### config.mk
export PLATFORM = sky130hd
export DESIGN_NAME = next_five_smooth_size
export DESIGN_NICKNAME = d
export VERILOG_FILES = /design/src/hw/rtl/nfss_pkg.sv /design/src/hw/rtl/nfss_ctrl.sv /design/src/hw/rtl/nfss_dp.sv /design/src/hw/rtl/next_five_smooth_size.sv
export SDC_FILE = /design/constraint.sdc
export NUM_CORES = 1
export LEC_CHECK = 0
export ABC_AREA = 1
export BUFFER_PORTS_ARGS = -buffer_cell sky130_fd_sc_hd__buf_2
export CORE_ASPECT_RATIO = 0.75
export CORE_MARGIN = 4
export CORE_UTILIZATION = 50
export DETAILED_ROUTE_END_ITERATION = 16
export PLACE_DENSITY_LB_ADDON = 0.15
export SYNTH_ARGS = -nofsm -noshare
export SYNTH_HDL_FRONTEND = slang
export SYNTH_SLANG_ARGS = --single-unit
### constraint.sdc
create_clock -name i_clk -period 4.7 [get_ports i_clk]
set_clock_uncertainty 0.05 [all_clocks]
set_input_delay 0.94 -clock i_clk [delete_from_list [all_inputs] [get_ports i_clk]]
set_output_delay 0.94 -clock i_clk [all_outputs]
set_load 0.01 [all_outputs]
### src/hw/rtl/nfss_pkg.sv
`timescale 1ns / 1ps
// Shared types and constants of the next five-smooth size block.
package nfss_pkg;

    localparam int SIZE_WIDTH_DEF = 32;
    localparam int DATA_W         = 32;

    typedef enum logic [2:0] {
        S_IDLE,
        S_FIND,
        S_ENUM,
        S_DRAIN,
        S_WAIT
    } t_state;

    // Commands from the controller to the datapath.
    typedef struct packed {
        logic load;
        logic scan;
        logic step;
        logic push;
    } t_cmd;

    // Status from the datapath to the controller.
    typedef struct packed {
        logic msb_hit;
        logic last;
        logic out_free;
    } t_sts;

endpackage

### src/hw/rtl/nfss_ctrl.sv
`timescale 1ns / 1ps
// Controller state machine of the next five-smooth size block.
module nfss_ctrl (
    input  logic              i_clk,
    input  logic              i_rst_n,
    input  logic              i_req_valid,
    output logic              o_req_ready,
    input  nfss_pkg::t_sts    i_sts,
    output nfss_pkg::t_cmd    o_cmd
);

    nfss_pkg::t_state r_state;
    nfss_pkg::t_state n_state;

    always_ff @(posedge i_clk) begin
        if (!i_rst_n) begin
            r_state <= nfss_pkg::S_IDLE;
        end else begin
            r_state <= n_state;
        end
    end

    always_comb begin
        n_state = r_state;
        case (r_state)
            nfss_pkg::S_IDLE: begin
                if (i_req_valid) begin
                    n_state = nfss_pkg::S_FIND;
                end
            end
            nfss_pkg::S_FIND: begin
                if (i_sts.msb_hit) begin
                    n_state = nfss_pkg::S_ENUM;
                end
            end
            nfss_pkg::S_ENUM: begin
                if (i_sts.last) begin
                    n_state = nfss_pkg::S_DRAIN;
                end
            end
            nfss_pkg::S_DRAIN: begin
                n_state = nfss_pkg::S_WAIT;
            end
            nfss_pkg::S_WAIT: begin
                if (i_sts.out_free) begin
                    n_state = nfss_pkg::S_IDLE;
                end
            end
            default: begin
                n_state = nfss_pkg::S_IDLE;
            end
        endcase
    end

    always_comb begin
        o_req_ready = 1'b0;
        o_cmd       = '0;
        case (r_state)
            nfss_pkg::S_IDLE: begin
                o_req_ready = 1'b1;
                o_cmd.load  = i_req_valid;
            end
            nfss_pkg::S_FIND: begin
                o_cmd.scan = !i_sts.msb_hit;
            end
            nfss_pkg::S_ENUM: begin
                o_cmd.step = 1'b1;
            end
            nfss_pkg::S_DRAIN: begin
                o_cmd = '0;
            end
            nfss_pkg::S_WAIT: begin
                o_cmd.push = i_sts.out_free;
            end
            default: begin
                o_cmd = '0;
            end
        endcase
    end

endmodule

### src/hw/rtl/nfss_dp.sv
`timescale 1ns / 1ps
// Datapath of the next five-smooth size block: leading-one scan, candidate
// enumeration, minimum tracking and the output register.
module nfss_dp #(
    parameter int SIZE_WIDTH = nfss_pkg::SIZE_WIDTH_DEF
) (
    input  logic                         i_clk,
    input  logic                         i_rst_n,
    input  nfss_pkg::t_cmd               i_cmd,
    output nfss_pkg::t_sts               o_sts,
    input  logic [nfss_pkg::DATA_W-1:0]  i_size,
    input  logic                         i_four,
    input  logic                         i_out_ready,
    output logic                         o_out_valid,
    output logic [nfss_pkg::DATA_W-1:0]  o_out_size,
    output logic                         o_out_ovf
);

    localparam int W  = SIZE_WIDTH;
    localparam int IW = $clog2(W);
    localparam int SW = IW + 2;
    localparam int DW = nfss_pkg::DATA_W;
    localparam logic [W-1:0]  LIM  = {W{1'b1}};
    localparam logic [W-1:0]  LIM3 = LIM / 3;
    localparam logic [W-1:0]  LIM5 = LIM / 5;
    localparam logic [SW-1:0] TOP  = SW'(W - 1);

    logic [W-1:0]  r_want;
    logic          r_four;
    logic [IW-1:0] r_idx;
    logic [W-1:0]  r_p3;
    logic [W-1:0]  r_p5;
    logic [IW-1:0] r_e3;
    logic [IW-1:0] r_e5;
    logic [W-1:0]  r_cand;
    logic          r_cand_ok;
    logic [W-1:0]  r_best;
    logic          r_found;
    logic          r_out_valid;
    logic [DW-1:0] r_out_size;
    logic          r_out_ovf;

    logic [W-1:0]  w_size;
    logic [SW-1:0] w_k1;
    logic [SW-1:0] w_kmin;
    logic [SW-1:0] w_k0;
    logic [SW-1:0] w_top;
    logic [W-1:0]  w_m0;
    logic [W-1:0]  w_m1;
    logic          w_ge;
    logic [W-1:0]  n_cand;
    logic          n_cand_ok;
    logic [W-1:0]  w_p5x5;
    logic [W-1:0]  w_p3x3;
    logic [W-1:0]  w_t5;
    logic [W-1:0]  w_t3;
    logic [IW-1:0] n_e5;
    logic [IW-1:0] n_e3;
    logic          w_more5;
    logic          w_more3;

    assign w_size = SIZE_WIDTH'(i_size);

    // Least shift (at least two in multiple-of-four mode) bringing the current
    // product up to the request's length, then one more doubling if still short.
    always_comb begin
        w_k1   = (r_idx > r_e5) ? ({2'b00, r_idx} - {2'b00, r_e5}) : '0;
        w_kmin = r_four ? SW'(2) : '0;
        w_k0   = (w_k1 > w_kmin) ? w_k1 : w_kmin;
        w_top  = {2'b00, r_e5} + w_k0;
        w_m0   = r_p5 << w_k0;
        w_m1   = w_m0 << 1;
        w_ge   = (w_m0 >= r_want);
        if (w_ge) begin
            n_cand    = w_m0;
            n_cand_ok = (w_top <= TOP);
        end else begin
            n_cand    = w_m1;
            n_cand_ok = (w_top < TOP);
        end
    end

    // Next products and their leading-one positions.
    always_comb begin
        w_p5x5  = (r_p5 << 2) + r_p5;
        w_p3x3  = (r_p3 << 1) + r_p3;
        w_t5    = w_p5x5 >> r_e5;
        w_t3    = w_p3x3 >> r_e3;
        n_e5    = r_e5 + (w_t5[3] ? IW'(3) : IW'(2));
        n_e3    = r_e3 + (w_t3[2] ? IW'(2) : IW'(1));
        w_more5 = (r_p5 <= LIM5);
        w_more3 = (r_p3 <= LIM3);
    end

    always_ff @(posedge i_clk) begin
        if (i_cmd.load) begin
            r_want <= (w_size == '0) ? W'(1) : w_size;
            r_four <= i_four;
            r_idx  <= IW'(W - 1);
            r_p3   <= W'(1);
            r_p5   <= W'(1);
            r_e3   <= '0;
            r_e5   <= '0;
        end else begin
            if (i_cmd.scan) begin
                r_idx <= r_idx - IW'(1);
            end
            if (i_cmd.step) begin
                if (w_more5) begin
                    r_p5 <= w_p5x5;
                    r_e5 <= n_e5;
                end else if (w_more3) begin
                    r_p3 <= w_p3x3;
                    r_p5 <= w_p3x3;
                    r_e3 <= n_e3;
                    r_e5 <= n_e3;
                end
            end
        end
        r_cand <= n_cand;
        if (r_cand_ok && (!r_found || (r_cand < r_best))) begin
            r_best <= r_cand;
        end
        if (i_cmd.push) begin
            r_out_size <= r_found ? DW'(r_best) : '0;
            r_out_ovf  <= !r_found;
        end
    end

    always_ff @(posedge i_clk) begin
        if (!i_rst_n) begin
            r_cand_ok   <= 1'b0;
            r_found     <= 1'b0;
            r_out_valid <= 1'b0;
        end else begin
            r_cand_ok <= i_cmd.step && n_cand_ok;
            if (i_cmd.load) begin
                r_found <= 1'b0;
            end else if (r_cand_ok) begin
                r_found <= 1'b1;
            end
            if (i_cmd.push) begin
                r_out_valid <= 1'b1;
            end else if (i_out_ready) begin
                r_out_valid <= 1'b0;
            end
        end
    end

    assign o_sts.msb_hit  = r_want[r_idx];
    assign o_sts.last     = !w_more5 && !w_more3;
    assign o_sts.out_free = !r_out_valid || i_out_ready;

    assign o_out_valid = r_out_valid;
    assign o_out_size  = r_out_size;
    assign o_out_ovf   = r_out_ovf;

endmodule

### src/hw/rtl/next_five_smooth_size.sv
`timescale 1ns / 1ps
// Top level of the next five-smooth size block.
//
// The block takes one requested size per request on the slave stream and
// returns the smallest number at or above it whose only prime factors are
// 2, 3 and 5 on the master stream. A request of zero is treated as one. When
// the mode register is set the answer must also be a multiple of four. If no
// such number fits in SIZE_WIDTH bits the result carries zero with the
// overflow flag set in tuser.
// The mode register is written through its own valid/ready channel, which is
// always ready; it should only be written while the block is idle.
// One request is worked on at a time. After acceptance the datapath scans
// the request for its leading one, one bit per cycle, then walks every
// product of powers of three and five that fits, one per cycle, scaling
// each by the least fitting power of two (157 products for SIZE_WIDTH of
// 32). The minimum is then settled and the output register is loaded once
// it is free; the next request can be taken in the same cycle that the
// result becomes valid.
// The output register frees the input side: a new request is taken while
// a result still waits; if the receiver stalls, the next result waits
// inside the block until the output register empties. Reset clears the
// mode register, the controller and the output valid.
module next_five_smooth_size #(
    parameter int SIZE_WIDTH = nfss_pkg::SIZE_WIDTH_DEF
) (
    input  logic                         i_clk,
    input  logic                         i_rst_n,
    // Mode register write channel: bit 0 is require_multiple_of_four.
    input  logic                         i_cfg_valid,
    output logic                         o_cfg_ready,
    input  logic                         i_cfg_data,
    // Request stream.
    input  logic                         s_axis_tvalid,
    output logic                         s_axis_tready,
    input  logic [nfss_pkg::DATA_W-1:0]  s_axis_tdata,   // [31:0] size_in
    // Result stream.
    output logic                         m_axis_tvalid,
    input  logic                         m_axis_tready,
    output logic [nfss_pkg::DATA_W-1:0]  m_axis_tdata,   // [31:0] size_out
    output logic [0:0]                   m_axis_tuser    // [0] overflow
);

    logic           r_four;
    nfss_pkg::t_cmd w_cmd;
    nfss_pkg::t_sts w_sts;
    logic           w_ovf;

    // The mode register takes every write; the user must see that the
    // configuration only changes while the block is idle; nothing enforces it.
    assign o_cfg_ready = 1'b1;

    always_ff @(posedge i_clk) begin
        if (!i_rst_n) begin
            r_four <= 1'b0;
        end else if (i_cfg_valid) begin
            r_four <= i_cfg_data;
        end
    end

    nfss_ctrl u_ctrl (
        .i_clk       (i_clk),
        .i_rst_n     (i_rst_n),
        .i_req_valid (s_axis_tvalid),
        .o_req_ready (s_axis_tready),
        .i_sts       (w_sts),
        .o_cmd       (w_cmd)
    );

    nfss_dp #(
        .SIZE_WIDTH (SIZE_WIDTH)
    ) u_dp (
        .i_clk       (i_clk),
        .i_rst_n     (i_rst_n),
        .i_cmd       (w_cmd),
        .o_sts       (w_sts),
        .i_size      (s_axis_tdata),
        .i_four      (r_four),
        .i_out_ready (m_axis_tready),
        .o_out_valid (m_axis_tvalid),
        .o_out_size  (m_axis_tdata),
        .o_out_ovf   (w_ovf)
    );

    assign m_axis_tuser = w_ovf;

    // An overflowed result always carries a zero size.
    a_ovf_zero: assert property (@(posedge i_clk) disable iff (!i_rst_n)
        (m_axis_tvalid && m_axis_tuser[0]) |-> (m_axis_tdata == '0))
        else $error("overflow result with non-zero size");

    // Only one request is in work: acceptance closes the input side.
    a_one_req: assert property (@(posedge i_clk) disable iff (!i_rst_n)
        (s_axis_tvalid && s_axis_tready) |=> !s_axis_tready)
        else $error("second request accepted while busy");

    // A fresh result only appears at the end of a search, never while idle.
    a_res_busy: assert property (@(posedge i_clk) disable iff (!i_rst_n)
        $rose(m_axis_tvalid) |-> $past(!s_axis_tready))
        else $error("result appeared without a search in progress");

endmodule
Yosys cells after proc, flatten, opt, wreduce, memory -nomap -nowiden
Index checks and enable logic that the tools add are counted.
- add/subtract/negate cells: 7
- $lt $le $gt $ge: 9
- equality and inequality tests: 8
- shift operators: 3
- muxes and demuxes: 25
- bitwise operators: 2
- reductions and logical operators: 18
- operator list (operator ; number):
    $mux W32 ; 3
    $add A32 B32 Y32 ; 2
    $ge A32 B32 Y1 ; 1
    $le A32 B30 Y1 const B ; 1
    $le A32 B31 Y1 const B ; 1
    $logic_not A32 Y1 ; 1
    $lt A32 B32 Y1 ; 1
    $shl A32 B7 Y32 ; 1
    $shr A32 B5 Y3 ; 1
    $shr A32 B5 Y4 ; 1
    $pmux W3 S5 ; 1
    $mux W7 ; 2
    $mux W3 ; 4
    $add A5 B5 Y5 ; 2
    $mux W1 ; 10
    $mux W5 ; 2
    $add A5 B7 Y7 ; 1
    $gt A7 B7 Y1 ; 1
    $le A7 B5 Y1 const B ; 1
    $lt A7 B5 Y1 const B ; 1
    $eq A3 B2 Y1 const B ; 2
    $lt A5 B6 Y1 const B ; 1
    $ne A2 B1 Y1 const B ; 3
    $sub A5 B5 Y6 ; 1
    other kinds (17) ; 27
- flip-flop bits (word level): 216
- input bits: 38
- logic and storage cells: 89

Logic depth before layout (Yosys ltp)
- word-level depth: 8
- mapped depth: 40
- mapped depth without buffers: 35

Modules after synthesis
A second synthesis with hierarchy kept.
- cell total of the unflattened synthesis: 2652
- area total of the unflattened synthesis: 17885.9 um^2
- by module, submodules not included (module ; instances ; cells each ; area each (um^2) ; seq. area each (um^2)):
    nfss_dp ; 1 ; 2605 ; 17599.4 ; 5205.0
    nfss_ctrl ; 1 ; 39 ; 234.0 ; 60.1
    next_five_smooth_size ; 1 ; 8 ; 52.6 ; 20.0

Worst setup path after synthesis
No wires, ideal clock.
- kind: register to register
- start: register u_dp.r_idx[0]
- end: register u_dp.r_cand[27]
- arrival: 4.694 ns
- required time: 4.536 ns
- setup slack: -0.158 ns
- stages on the path, launching flop included: 37
- path buffers: 5
- cell sequence: dfxtp_1 -> buf_2 -> inv_1 -> buf_2 -> ha_1 -> inv_1 -> fa_1 -> nand4_1 -> nand3_2 -> nand2_4 -> inv_2 -> nand2_1 -> ha_1 -> nand2_1 -> nand2_1 -> nand3_4 -> buf_6 -> buf_6 -> nand3_1 -> nand3_1 -> nand3_1 -> nand3_1 -> nand3_1 -> and2_1 -> ha_1 -> nand2_1 -> inv_1 -> nand3_1 -> nor3_1 -> nand2_1 -> inv_1 -> nand4_1 -> nand3_1 -> inv_1 -> clkbuf_1 -> nand3_1 -> nand2_1
- word-level cells in the longest chain between the ends: 7
- RTL lines (item ; line ; text):
    start, declared ; nfss_dp.sv:30 ; logic [IW-1:0] r_idx;
    start signal, assigned ; nfss_dp.sv:99 ; r_idx <= IW'(W - 1);
    start signal, assigned ; nfss_dp.sv:106 ; r_idx <= r_idx - IW'(1);
    $sub A5 B5 Y6 or $gt A5 B5 Y1 (tied branches) ; nfss_dp.sv:67 ; w_k1 = (r_idx > r_e5) ? ({2'b00, r_idx} - {2'b00, r_e5}) : '0;
    $mux W7 (*) ; nfss_dp.sv:67 ;
    $gt A7 B7 Y1 ; nfss_dp.sv:69 ; w_k0 = (w_k1 > w_kmin) ? w_k1 : w_kmin;
    $mux W7 (*) ; nfss_dp.sv:69 ;
    $shl A32 B7 Y32 (*) ; nfss_dp.sv:71 ; w_m0 = r_p5 << w_k0;
    $ge A32 B32 Y1 ; nfss_dp.sv:73 ; w_ge = (w_m0 >= r_want);
    $mux W32 (*) ; nfss_dp.sv:74 ; if (w_ge) begin
    via u_dp.n_cand[27] ; nfss_dp.sv:51 ; logic [W-1:0] n_cand;
    end signal, assigned ; nfss_dp.sv:120 ; r_cand <= n_cand;
    end, declared ; nfss_dp.sv:35 ; logic [W-1:0] r_cand;
The timed path passes the listed nets; every way through them passes the cells marked *.
A chain may end at the register's enable or synchronous reset.

Worst setup path in the final report
Ends and elaborated chain as after synthesis.

==> impl_metrics.json <==
{
  "power_frac_comb_pct": 72.2,
  "synth_area_leaders": "edfxtp_1 (16%), nand2_1 (13%), dfxtp_1 (13%)",
  "fin_crit_sh_pct": 100,
  "outcome": "complete, but fails checks",
  "ant_nets": 0,
  "r2r_slack_ns": -0.02,
  "n_fill_cell": 3198,
  "hpwl_um": 50300,
  "dr.pass1.iters": 5,
  "cts_tree": "done",
  "tns_ns": -0.0166,
  "dieHeight_um": 172,
  "grt-ovfl-total": 0,
  "insertion_delay_ns": 0.55,
  "grtUsageTotal_pct": 31.6,
  "hp-class": "flip-flop to flip-flop",
  "highest_layer": "met4",
  "start_kind": "flip-flop",
  "required_ns": 5.09,
  "arrival_ns": 5.11,
  "dr_wl_met2_um": 25500,
  "numCtsBuffers": 24,
  "synth_top_area_cell": "edfxtp_1",
  "synth_edf_count": 98,
  "critPathBufInv": 8,
  "clkPwrFrac_pct": 11.3,
  "slowest_stage": "ha_1",
  "worstMarginPinSlew_ns": 1.19,
  "cp-startpoint": "u_dp.r_idx[0]",
  "antenna_found_initial": 0,
  "pwr-share-seq_pct": 16.5,
  "ys_ff_latch": 215,
  "met1_length_um": 31100,
  "crit_fanout": 8,
  "syn_area_mm2": 0.0178,
  "failed_checks": "setup timing",
  "worstSetupPathType": "flip-flop to flip-flop",
  "synth_common_cells": "nand2_1 (632), inv_1 (377), nand3_1 (351), nor2_1 (186), a21oi_1 (182)",
  "ys_types": 53,
  "power.switching_uw": 9630,
  "maxCapViolCount": 0,
  "globalplace.congestion": 1.05,
  "power_uw": 17600,
  "cp-endpoint": "u_dp.r_cand[27]",
  "synth_async_sr_flop_share_pct": 0,
  "yosysMostFrequentCell": "nand2_1",
  "drt-vias-per-instance": 5.89,
  "initial_utilization_pct": 51.1,
  "vias": 19000,
  "p_leak_uw": 0.0105,
  "root_buffer": "clkbuf_16",
  "htree_levels": 1,
  "r2r_start": "u_dp.r_idx[0]",
  "layout_min_cycle_time_ns": 4.72,
  "whs_ns": 0.379,
  "io_buffers": 72,
  "diodes": 0,
  "worst-path-stages": 33,
  "fmax_mhz": 212,
  "wl_um": 66000,
  "wl_met3_um": 8100,
  "yosysTopAreaCellShare_pct": 16.5,
  "grt_max_degree": 57,
  "grt_pass1_vias": 17000,
  "power_density_mw_per_mm2": 816,
  "relSlewSlack_pct": 20.8,
  "hold_viol": 0,
  "register_area_mm2": 0.00529,
  "syn_area_per_cell_um2": 6.75,
  "die_w_um": 226,
  "drv_slew": 0,
  "ioPinCount": 74,
  "path_delay_family": "simple AND/OR/NAND/NOR gates",
  "drc": 0,
  "wl_per_cell_um": 20.4,
  "swShare_pct": 54.6,
  "fin_ws_ns": -0.0166,
  "yosys_warnings": 0,
  "multi_input_area_mm2": 0.0120,
  "rsz0062_at_grt": "yes",
  "critPathMaxStageDelay_ns": 0.37,
  "syn2layout_area_growth_pct": 21.1,
  "synth_ff_type": "dfxtp_1",
  "layout.nets": 2962,
  "synth_nets": 2856,
  "reg2reg_to": "u_dp.r_cand[27]",
  "endpoint_kind": "flip-flop",
  "synth_cells": 2645,
  "drt_iter0_drc": 2622,
  "drive_above_1_share_pct": 18.1,
  "fp.dieArea_mm2": 0.0388,
  "clk_pin_slew_ns": 0.08,
  "ys_seq_area_share_pct": 29.6,
  "utilization_pct": 61.9,
  "reg2reg_depth": 33,
  "core_mm2": 0.0349,
  "peakVddDrop_mv": 0.407,
  "p_int_uw": 8010,
  "cts.path.max_buffers": 3,
  "finalSetupViolations": 1,
  "clock_sinks": 215,
  "grt_pass1_wl_um": 96400,
  "fp-row-count": 59
}
repair_timing:
action | CTS | global route
setup endpoints to repair | 31 | 36
hold endpoints to repair | 0 | 0
hold buffers | 0 | 0
buffers inserted | 9 | 23
resized for setup | 17 | 287
pin swaps | 5 | 72
gates cloned | 4 | 10
cell usage in the layout, fill, tap and decap left out, types with 5 or more instances in the layout:
cell type  synthesis  layout
o211ai_1          38      38
nand3b_1          11      11
nor2_1           186     180
nor4_1            13      12
ha_4               0      13
buf_2             23      72
xor2_1            27      26
nand2_2            4      58
inv_2              5      13
o21a_1             5       5
nand4_1           38      38
nand2_1          632     559
buf_12             0       7
nand3_1          351     246
nor2_4             2       8
xnor2_1            7       7
inv_1            377     364
nand3_2            9      94
o21bai_1           9       9
dfxtp_1          117     114
ha_1             168     155
clkbuf_16          0      31
o21ai_1            2       6
nor2_2             5       5
a21oi_1          182     177
nand2_4            3      23
edfxtp_1          98      98
nand3_4            1      21
a21o_1             6       6
a21oi_4            1       8
a21oi_2            7       5
o21ai_0          152     148
buf_4              5      95
nor3_1            26      23
a31oi_1            7       7
a211oi_1           9       9
registers in the layout (all words and copies together), names as in the netlist:
register,flops
u_dp.r_idx,5
u_ctrl.r_state,3
u_dp.r_found,1
u_dp.r_four,1
u_dp.r_want,32
u_dp.r_best,32
u_dp.r_e5,5
u_dp.r_p5,32
u_dp.r_p3,31
u_dp.r_e3,5
u_dp.o_out_valid,1
u_dp.r_cand_ok,1
u_dp.o_out_ovf,1
r_four,1
u_dp.o_out_size,32
u_dp.r_cand,32
per-stage QoR:
step	setup slack [ns]	area, µm²	instances
after floorplan	-0.000497	17900	2645
after global placement	0.0305	18900	3136
after detailed placement	-0.101	18900	3136
after CTS	0.00189	20000	3193
after global routing	-0.266	21600	3226
final	-0.0166	21600	3226
cell type report:
cell class                 count  area share (%)
sequential                   215            24.5
multi-input combinational   1937            55.4
clock buffer                  31            3.14
tap                          457            2.65
timing repair buffer         188            6.91
inverter                     385            6.76
clock inverter                13           0.672
cell families after synthesis:
group           synth area share (%)
compound gates                  13.7
fa+ha+maj                       12.3
flops                           29.6
other cells                   0.0210
buf+inv                         11.0
xor+xnor                        1.67
simple gates                    31.6
power groups by stage:
stage	registers (µW)	clock network, µW	logic, µW
after CTS	2880	2010	9680
after global placement	2910	0	9240
after detailed placement	2910	0	9330
after floorplan	2730	0	6480
final	2920	1990	12700
after global routing	2940	2090	13600
layer usage:
| layer | vias up | GRT usage [%] |
|---|---|---|
| met2 | 965 | 42.2 |
| met1 | 8918 | 49.9 |
| met3 | 100 | 9.81 |
| met4 | 0 | 5.13 |
| li1 | 9020 | - |
| met5 | - | 0 |
worst min-delay path by stage:
| stage | from | end | slack [ns] | cells past startpoint |
|---|---|---|---|---|
| final | r_four | u_dp.r_four | 0.38 | 0 |
| after global routing | u_dp.r_cand[0] | u_dp.r_best[0] | 0.39 | 0 |
| after CTS | r_four | u_dp.r_four | 0.38 | 0 |
| after detailed placement | r_four | u_dp.r_four | 0.37 | 0 |
| after global placement | r_four | u_dp.r_four | 0.36 | 0 |
| after floorplan | u_dp.r_cand[0] | u_dp.r_best[0] | 0.35 | 0 |
worst reg2reg max path: cells and delay by family (launching register included):
| family | cells | cell delay [ns] |
|---|---|---|
| flip-flops | 1 | 0.32 |
| buffers and inverters | 8 | 0.85 |
| AND/OR/NAND/NOR | 21 | 2.35 |
| adder cells (fa/ha/maj) | 4 | 1.05 |
Note: power is estimated with default switching activity, not from simulation.
